--- config.mk ---
export PLATFORM = sky130hd
export DESIGN_NAME = gn2d_grad
export DESIGN_NICKNAME = d
export VERILOG_FILES = /design/src/rtl/gn2d_pkg.sv /design/src/rtl/gn2d_grad.sv
export SDC_FILE = /design/constraint.sdc
export NUM_CORES = 2
export LEC_CHECK = 0
export BUFFER_PORTS_ARGS = -buffer_cell sky130_fd_sc_hd__buf_4
export CELL_PAD_IN_SITES_DETAIL_PLACEMENT = 0
export CELL_PAD_IN_SITES_GLOBAL_PLACEMENT = 1
export CORE_MARGIN = 5
export CORE_UTILIZATION = 25
export DETAILED_ROUTE_END_ITERATION = 8
export PLACE_DENSITY = 0.48
export SLEW_MARGIN = 20
export SYNTH_ARGS = -nofsm -noshare
export SYNTH_HDL_FRONTEND = slang
export SYNTH_SLANG_ARGS = --single-unit
--- constraint.sdc ---
create_clock -name clk_i -period 24.1 [get_ports clk_i]
set_input_delay 2.41 -clock clk_i [delete_from_list [all_inputs] [get_ports clk_i]]
set_output_delay 2.41 -clock clk_i [all_outputs]
set_load 0.05 [all_outputs]
--- src/rtl/gn2d_pkg.sv ---
// ----------------------------------------------------------------------------
// gn2d_pkg
// Shared constants, types and helper functions for the 2D gradient noise block.
// ----------------------------------------------------------------------------
package gn2d_pkg;

  localparam int FRAC_BITS_DEF  = 16;
  localparam int ANGLE_BITS_DEF = 10;

  // Corner hash multipliers
  localparam logic [31:0] HASH_MUL_A = 32'd3284157443;
  localparam logic [31:0] HASH_MUL_B = 32'd1911520717;
  localparam logic [31:0] HASH_MUL_C = 32'd2048419325;

  // Gradient CORDIC: Q30 datapath, phase in 2^-32 turn units
  localparam int CORDIC_STEPS = 16;
  localparam int CORDIC_W     = 34;
  localparam int PHASE_W      = 32;
  localparam int GRAD_W       = 16;
  localparam int GRAD_SHIFT   = 15;
  // two rotations per register stage, plus one round/quadrant stage
  localparam int GRAD_LAT     = CORDIC_STEPS / 2 + 1;

  localparam logic signed [CORDIC_W-1:0] CORDIC_START = 34'sd652032875;
  localparam logic signed [CORDIC_W-1:0] CORDIC_HALF  = 34'sd1 <<< (GRAD_SHIFT - 1);
  localparam logic signed [CORDIC_W-1:0] GRAD_MAX     = 34'sd32767;

  localparam logic signed [PHASE_W-1:0] ATAN_TURNS [CORDIC_STEPS] = '{
    32'sd536870912, 32'sd316933406, 32'sd167458907, 32'sd85004756,
    32'sd42667331,  32'sd21354465,  32'sd10679838,  32'sd5340245,
    32'sd2670163,   32'sd1335087,   32'sd667544,    32'sd333772,
    32'sd166886,    32'sd83443,     32'sd41722,     32'sd20861
  };

  typedef enum logic [1:0] {
    QUAD_I,
    QUAD_II,
    QUAD_III,
    QUAD_IV
  } quad_e;

  typedef struct packed {
    logic signed [CORDIC_W-1:0] x;
    logic signed [CORDIC_W-1:0] y;
    logic signed [PHASE_W-1:0]  z;
  } cordic_t;

  function automatic logic [31:0] rot16(input logic [31:0] v);
    return {v[15:0], v[31:16]};
  endfunction

  // One CORDIC rotation step, shifts floor
  function automatic cordic_t cordic_rot(input cordic_t v, input logic [3:0] i);
    cordic_t r;
    logic signed [CORDIC_W-1:0] xs;
    logic signed [CORDIC_W-1:0] ys;
    xs = $signed(v.x) >>> i;
    ys = $signed(v.y) >>> i;
    if (!v.z[PHASE_W-1]) begin
      r.x = $signed(v.x) - ys;
      r.y = $signed(v.y) + xs;
      r.z = $signed(v.z) - ATAN_TURNS[i];
    end else begin
      r.x = $signed(v.x) + ys;
      r.y = $signed(v.y) - xs;
      r.z = $signed(v.z) + ATAN_TURNS[i];
    end
    return r;
  endfunction

  function automatic logic signed [GRAD_W-1:0] clamp_grad(
    input logic signed [CORDIC_W-1:0] v
  );
    if (v > GRAD_MAX) begin
      return GRAD_W'(GRAD_MAX);
    end else if (v < -GRAD_MAX) begin
      return GRAD_W'(-GRAD_MAX);
    end
    return GRAD_W'(v);
  endfunction

endpackage

--- src/rtl/gn2d_grad.sv ---
// ----------------------------------------------------------------------------
// gn2d_grad
// Pipelined CORDIC gradient lookup: angle index in, unit gradient (Q15) out.
// ----------------------------------------------------------------------------
module gn2d_grad #(
  parameter int ANGLE_BITS = gn2d_pkg::ANGLE_BITS_DEF
) (
  input  logic                                  clk_i,
  input  logic                                  en_i,
  input  logic [ANGLE_BITS-1:0]                 idx_i,
  output logic signed [gn2d_pkg::GRAD_W-1:0]    grad_x_o,
  output logic signed [gn2d_pkg::GRAD_W-1:0]    grad_y_o
);

  localparam int NCS = gn2d_pkg::CORDIC_STEPS / 2;

  gn2d_pkg::cordic_t init_rot;
  gn2d_pkg::cordic_t stage_d [NCS];
  gn2d_pkg::cordic_t stage_q [NCS];
  gn2d_pkg::quad_e   quad_q  [NCS];

  logic signed [gn2d_pkg::CORDIC_W-1:0] rnd_x;
  logic signed [gn2d_pkg::CORDIC_W-1:0] rnd_y;
  logic signed [gn2d_pkg::GRAD_W-1:0]   cos_g;
  logic signed [gn2d_pkg::GRAD_W-1:0]   sin_g;
  logic signed [gn2d_pkg::GRAD_W-1:0]   grad_x_d;
  logic signed [gn2d_pkg::GRAD_W-1:0]   grad_y_d;

  // Rotation pipeline, two steps per stage
  always_comb begin
    init_rot.x = gn2d_pkg::CORDIC_START;
    init_rot.y = '0;
    // low 30 bits of the phase: index below the quadrant bits, left aligned
    init_rot.z = gn2d_pkg::PHASE_W'(idx_i[ANGLE_BITS-3:0]) << (gn2d_pkg::PHASE_W - ANGLE_BITS);
    stage_d[0] = gn2d_pkg::cordic_rot(gn2d_pkg::cordic_rot(init_rot, 4'd0), 4'd1);
    for (int s = 1; s < NCS; s++) begin
      stage_d[s] = gn2d_pkg::cordic_rot(
        gn2d_pkg::cordic_rot(stage_q[s-1], 4'(2 * s)), 4'(2 * s + 1));
    end
  end

  // Round to Q15, clamp, then map into the quadrant
  always_comb begin
    rnd_x = ($signed(stage_q[NCS-1].x) + gn2d_pkg::CORDIC_HALF) >>> gn2d_pkg::GRAD_SHIFT;
    rnd_y = ($signed(stage_q[NCS-1].y) + gn2d_pkg::CORDIC_HALF) >>> gn2d_pkg::GRAD_SHIFT;
    cos_g = gn2d_pkg::clamp_grad(rnd_x);
    sin_g = gn2d_pkg::clamp_grad(rnd_y);
    case (quad_q[NCS-1])
      gn2d_pkg::QUAD_I: begin
        grad_x_d = cos_g;
        grad_y_d = sin_g;
      end
      gn2d_pkg::QUAD_II: begin
        grad_x_d = -sin_g;
        grad_y_d = cos_g;
      end
      gn2d_pkg::QUAD_III: begin
        grad_x_d = -cos_g;
        grad_y_d = -sin_g;
      end
      default: begin
        grad_x_d = sin_g;
        grad_y_d = -cos_g;
      end
    endcase
  end

  always_ff @(posedge clk_i) begin
    if (en_i) begin
      quad_q[0] <= gn2d_pkg::quad_e'(idx_i[ANGLE_BITS-1 -: 2]);
      for (int s = 0; s < NCS; s++) begin
        stage_q[s] <= stage_d[s];
      end
      for (int s = 1; s < NCS; s++) begin
        quad_q[s] <= quad_q[s-1];
      end
      grad_x_o <= grad_x_d;
      grad_y_o <= grad_y_d;
    end
  end

endmodule

### Yosys cells after proc, flatten, opt, wreduce, memory -nomap -nowiden

Memories as Yosys holds them, arrays and structs flattened.
Cells that the tools add are included.

* add/subtract/negate cells: 91
* $mul: 0
* div/mod/pow operators: 0
* order comparisons: 4
* equality and inequality tests: 2
* shift-type cells: 0
* muxes and demuxes: 29
* bitwise operators: 0
* reduce and logical (&&, ||, !) cells: 1

Operator list (number)
* two-way mux 100 bit: 14
* two-way mux 16 bit: 6
* two-way mux 96 bit: 1
* one-hot mux 16 bit (3 select lines): 2
* adder 34 x 16 -> 34 bit, second input constant: 2
* adder 34 x 19 -> 34 bit: 2
* adder 34 x 20 -> 34 bit: 2
* adder 34 x 21 -> 34 bit: 2
* adder 34 x 22 -> 34 bit: 2
* adder 34 x 23 -> 34 bit: 2
* adder 34 x 24 -> 34 bit: 2
* adder 34 x 25 -> 34 bit: 2
* adder 34 x 26 -> 34 bit: 2
* adder 34 x 27 -> 34 bit: 2
* adder 34 x 28 -> 34 bit: 2
* adder 34 x 29 -> 34 bit: 2
* adder 34 x 30 -> 34 bit: 2
* adder 34 x 31 -> 34 bit: 2
* adder 34 x 32 -> 34 bit: 2
* subtractor 34 x 19 -> 34 bit: 2
* subtractor 34 x 20 -> 34 bit: 2
* subtractor 34 x 21 -> 34 bit: 2
* subtractor 34 x 22 -> 34 bit: 2
* subtractor 34 x 23 -> 34 bit: 2
* 47 further kinds: 64

* bits in registers: 32
* bits in latches: 0
* RAM bits: 816
* bits in read-only memories: 0
* input bits: 12
* output and inout bits: 32
* word-level logic and storage cells: 131
* memories: 2

Memories
* stage_q: depth 8, width 100, rd ports 8, clocked after Yosys merged registers in 0, write ports 8, line gn2d_grad.sv:19 `gn2d_pkg::cordic_t stage_q [NCS];`
* quad_q: depth 8, width 2, rd ports 8, clocked after Yosys merged registers in 0, write ports 8, line gn2d_grad.sv:20 `gn2d_pkg::quad_e quad_q [NCS];`

### Longest topological paths before layout

An unclocked memory read counts as a cell.

* depth in word-level cells: 8
* depth in mapped cells: 38
* mapped depth without buffers: 37

### Least setup slack after synthesis

Ideal clock, no wire load.

* kind: register to register
* from: memory stage_q[1][31] (netlist bit)
* to: memory stage_q[1][198] (netlist bit) (data pin)
* setup time: 0.266 ns
* arrival time: 7.754 ns
* required time: 23.834 ns
* path slack: 16.080 ns
* stages on the path, launching flop included: 34
* path buffers: 5
* period minus slack after synthesis: 8.020 ns
* path through: edfxtp_1 > clkbuf_1 > clkbuf_1 > inv_1 > ha_1 > a211oi_1 > o21bai_1 > o311a_1 > a31oi_1 > o21ai_1 > a41o_1 > nand2_1 > a21oi_1 > o41a_1 > clkbuf_1 > inv_1 > clkbuf_1 > buf_1 > nor2_1 > xnor2_1 > ha_1 > nor2b_1 > o21ai_0 > a21boi_0 > o21a_1 > o211ai_1 > a31oi_1 > o41ai_1 > o211ai_1 > a31oi_1 > nor2b_1 > o21a_1 > o41ai_1 > xnor2_1

RTL lines (line)
* start, declared: gn2d_grad.sv:19

==> results_dict.tcl <==
set metrics [dict create \
    placementRows 228 \
    cts_setup_buffers 0 \
    cts_buffer_depth 4 \
    dieArea_um2 400000 \
    post-route-min-period_ns 9.48 \
    root_buffer "clkbuf_16" \
    first_global_vias 83400 \
    numPortBuffers 43 \
    synthDistinctLibCells 115 \
    cp_top_family "compound AO/OA/AOI/OAI gates" \
    synth.avg_cell_area_um2 8.30 \
    cp_slowest_cell "a21oi_1" \
    viasPerCell 5.04 \
    crit_type "reg2reg" \
    cts_resized 0 \
    wl_per_cell_um 19.4 \
    fp.dieW_um 633 \
    totalWireLength_mm 329 \
    grt-ovfl-total 0 \
    drc 0 \
    synth_async_sr_flop_share_pct 0 \
    antenna_found_initial 4 \
    cp-end-kind "register" \
    max-slew-margin-rel_pct 20.0 \
    setup_viol 0 \
    fin_skew_ns 0.0708 \
    grt_max_degree 131 \
    max_cap_viol_count 0 \
    area_growth_pct 10.2 \
    final_max_slew_viol_count 0 \
    drt_iter0_drc 5146 \
    rsz0062_at_grt "false" \
    dpl.hpwl_mm 274 \
    synth_seq_area_share_pct 21.5 \
    worstHoldPathType "reg2reg" \
    nets 13000 \
    busiest_layer "met2" \
    antenna_left 0 \
    synth-seq-cells 694 \
    dr.pass1.iters 6 \
    dp_cells 16800 \
    use_met3_pct 1.04 \
    period_share_pct 39.3 \
    rr_worst_depth 35 \
    cp_max_fo 8 \
    cpMostUsedCell "a21oi_1" \
    vias 85300 \
    fmax_mhz 105 \
    timing.setup.tns_ns 0 \
    cts_buffers 103 \
    drive_above_1_share_pct 4.40 \
    h-tree-depth 3 \
    tritoncts "done" \
    synth_top_flop_cell "edfxtp_1" \
    grt_pass1_wl_mm 506 \
    syn_inst 11700 \
    crit_arrival_ns 10.05 \
    nFillCells 41400 \
    clk_pin_slew_ns 0.06 \
    start_util_pct 25.1 \
    hold_depth 0 \
    hold_viol_final 0 \
    status "finished clean" \
    worst_pin_slew_ns 1.17 \
    worst-path-stages 35 \
    cp_data_required_time_ns 24.67 \
    synth_nets 13000 \
    ys_warn_count 0 \
    clkSinkCount 694 \
    die_h_um 633 \
    pin_count 44 \
    worst_skew_pair.late_latency_ns 0.87 \
    syn_area_um2 96900 \
    grt_util_all_layers_pct 15.8 \
    crit_buf_inv 1 \
    synth_edf_count 694 \
    met2_usage_pct 27.6 \
    fin_cells 16900 \
    placeableCoreArea_um2 386000 \
    grtUsageMet1_pct 21.5 \
    finalWeightedCongestion 0.856 \
    hold_buffers 0 \
    worst_setup_path_start_kind "register" \
    critical_path.max_stage_delay_ns 0.64 \
]
-- final timing paths --
kind | slack [ns] | endpoint | startpoint
hold / removal | 0.39 | quad_q[0][5] | quad_q[0][3]
hold reg to reg | 0.39 | quad_q[0][5] | quad_q[0][3]
setup / recovery | 14.62 | stage_q[1][399] | stage_q[1][280]
setup reg to reg | 14.62 | stage_q[1][399] | stage_q[1][280]
-- metrics by stage --
step | utilization, % | worst slack [ns] | hold WS, ns | area, um2
floorplan | - | 16.08 | 0.400 | 96900
global placement | 26.8 | 14.60 | 0.402 | 104000
detailed placement | 26.8 | 14.64 | 0.405 | 104000
CTS | 27.7 | 14.61 | 0.384 | 107000
global route | 27.7 | 13.85 | 0.386 | 107000
finish | 27.7 | 14.62 | 0.388 | 107000
-- sequential cells by signal, summed over array words and instances, names as in the netlist --
signal    cells
grad_y_o     16
stage_q     646
quad_q       16
grad_x_o     16
-- cell usage in the layout (no fill, tap or decap), types with 104 or more instances in the layout --
| cell | n |
|---|---|
| xor2_1 | 501 |
| o21ai_0 | 671 |
| clkbuf_16 | 104 |
| o21a_1 | 234 |
| nand3_1 | 195 |
| inv_1 | 570 |
| nand2_1 | 631 |
| edfxtp_1 | 694 |
| a31oi_1 | 157 |
| and3_1 | 131 |
| nor2_1 | 1103 |
| a21o_1 | 481 |
| a211oi_1 | 104 |
| nor3_1 | 308 |
| nand2b_1 | 188 |
| o21bai_1 | 110 |
| nor2b_1 | 186 |
| a21oi_1 | 1251 |
| xnor2_1 | 1172 |
| ha_1 | 1271 |
| buf_4 | 129 |
-- cells in the mapped netlist (70+ instances only) --
library cell	count	area (um2)
a211oi_1	105	788
a21boi_0	70	526
a21o_1	483	3630
a21oi_1	1251	6260
a31oi_1	157	982
and2_1	90	563
and3_1	131	820
clkbuf_1	200	751
edfxtp_1	694	20800
ha_1	1271	15900
inv_1	573	2150
nand2_1	631	2370
nand2b_1	188	1180
nand3_1	195	976
nor2_1	1103	4140
nor2b_1	186	1160
nor3_1	309	1550
nor4_1	76	475
o211ai_1	79	593
o21a_1	234	1760
o21ai_0	671	3360
o21bai_1	110	826
o31ai_1	76	571
or3_1	73	457
xnor2_1	1173	10300
xor2_1	501	4390
-- worst register-to-register path, delay by kind of cell (launching register included) --
family	cells	cell delay, ns
AO/OA/AOI/OAI	16	3.73
AND/OR/NAND/NOR	11	2.49
XOR/XNOR	4	1.21
adder cells (fa/ha/maj)	3	1.01
flip-flops	1	0.61
buffers and inverters	1	0.17
-- metal layers --
| metal | wire [um] | share of wire (%) | vias up |
|---|---|---|---|
| met3 | 7770 | 2.4 | 245 |
| li1 | - | - | 43100 |
| met2 | 156000 | 47 | 1197 |
| met5 | 0 | 0 | - |
| met1 | 159000 | 48 | 40800 |
| met4 | 6400 | 1.9 | 0 |
-- logic make-up (layout without fill, tap and decap cells) --
kind of cell / after synthesis / in the layout / synth area share, %
AOI/OAI and AO/OA: 3773 / 3773 / 24.8
buffers and inverters: 822 / 897 / 3.20
muxes: 106 / 106 / 1.31
other: 0 / 2 / 0
and+or+nand+nor: 3299 / 3299 / 16.7
DFF: 694 / 694 / 21.5
adders and majority gates: 1307 / 1307 / 17.1
xor gates and xnor gates: 1682 / 1682 / 15.3
-- layout make-up --
cell class	instances	area, um2	area share (%)
Sequential cell	694	20800	19.5
Clock inverter	69	614	0.575
Inverter	583	2190	2.05
Timing Repair Buffer	131	1000	0.939
Antenna cell	2	5.00	0.00469
Tap cell	5175	6470	6.06
Multi-Input combinational cell	10200	73000	68.4
Clock buffer	114	2640	2.47
Power is not shown: default switching activity piles up to over one toggle a cycle in this logic, so the estimate is an artifact.
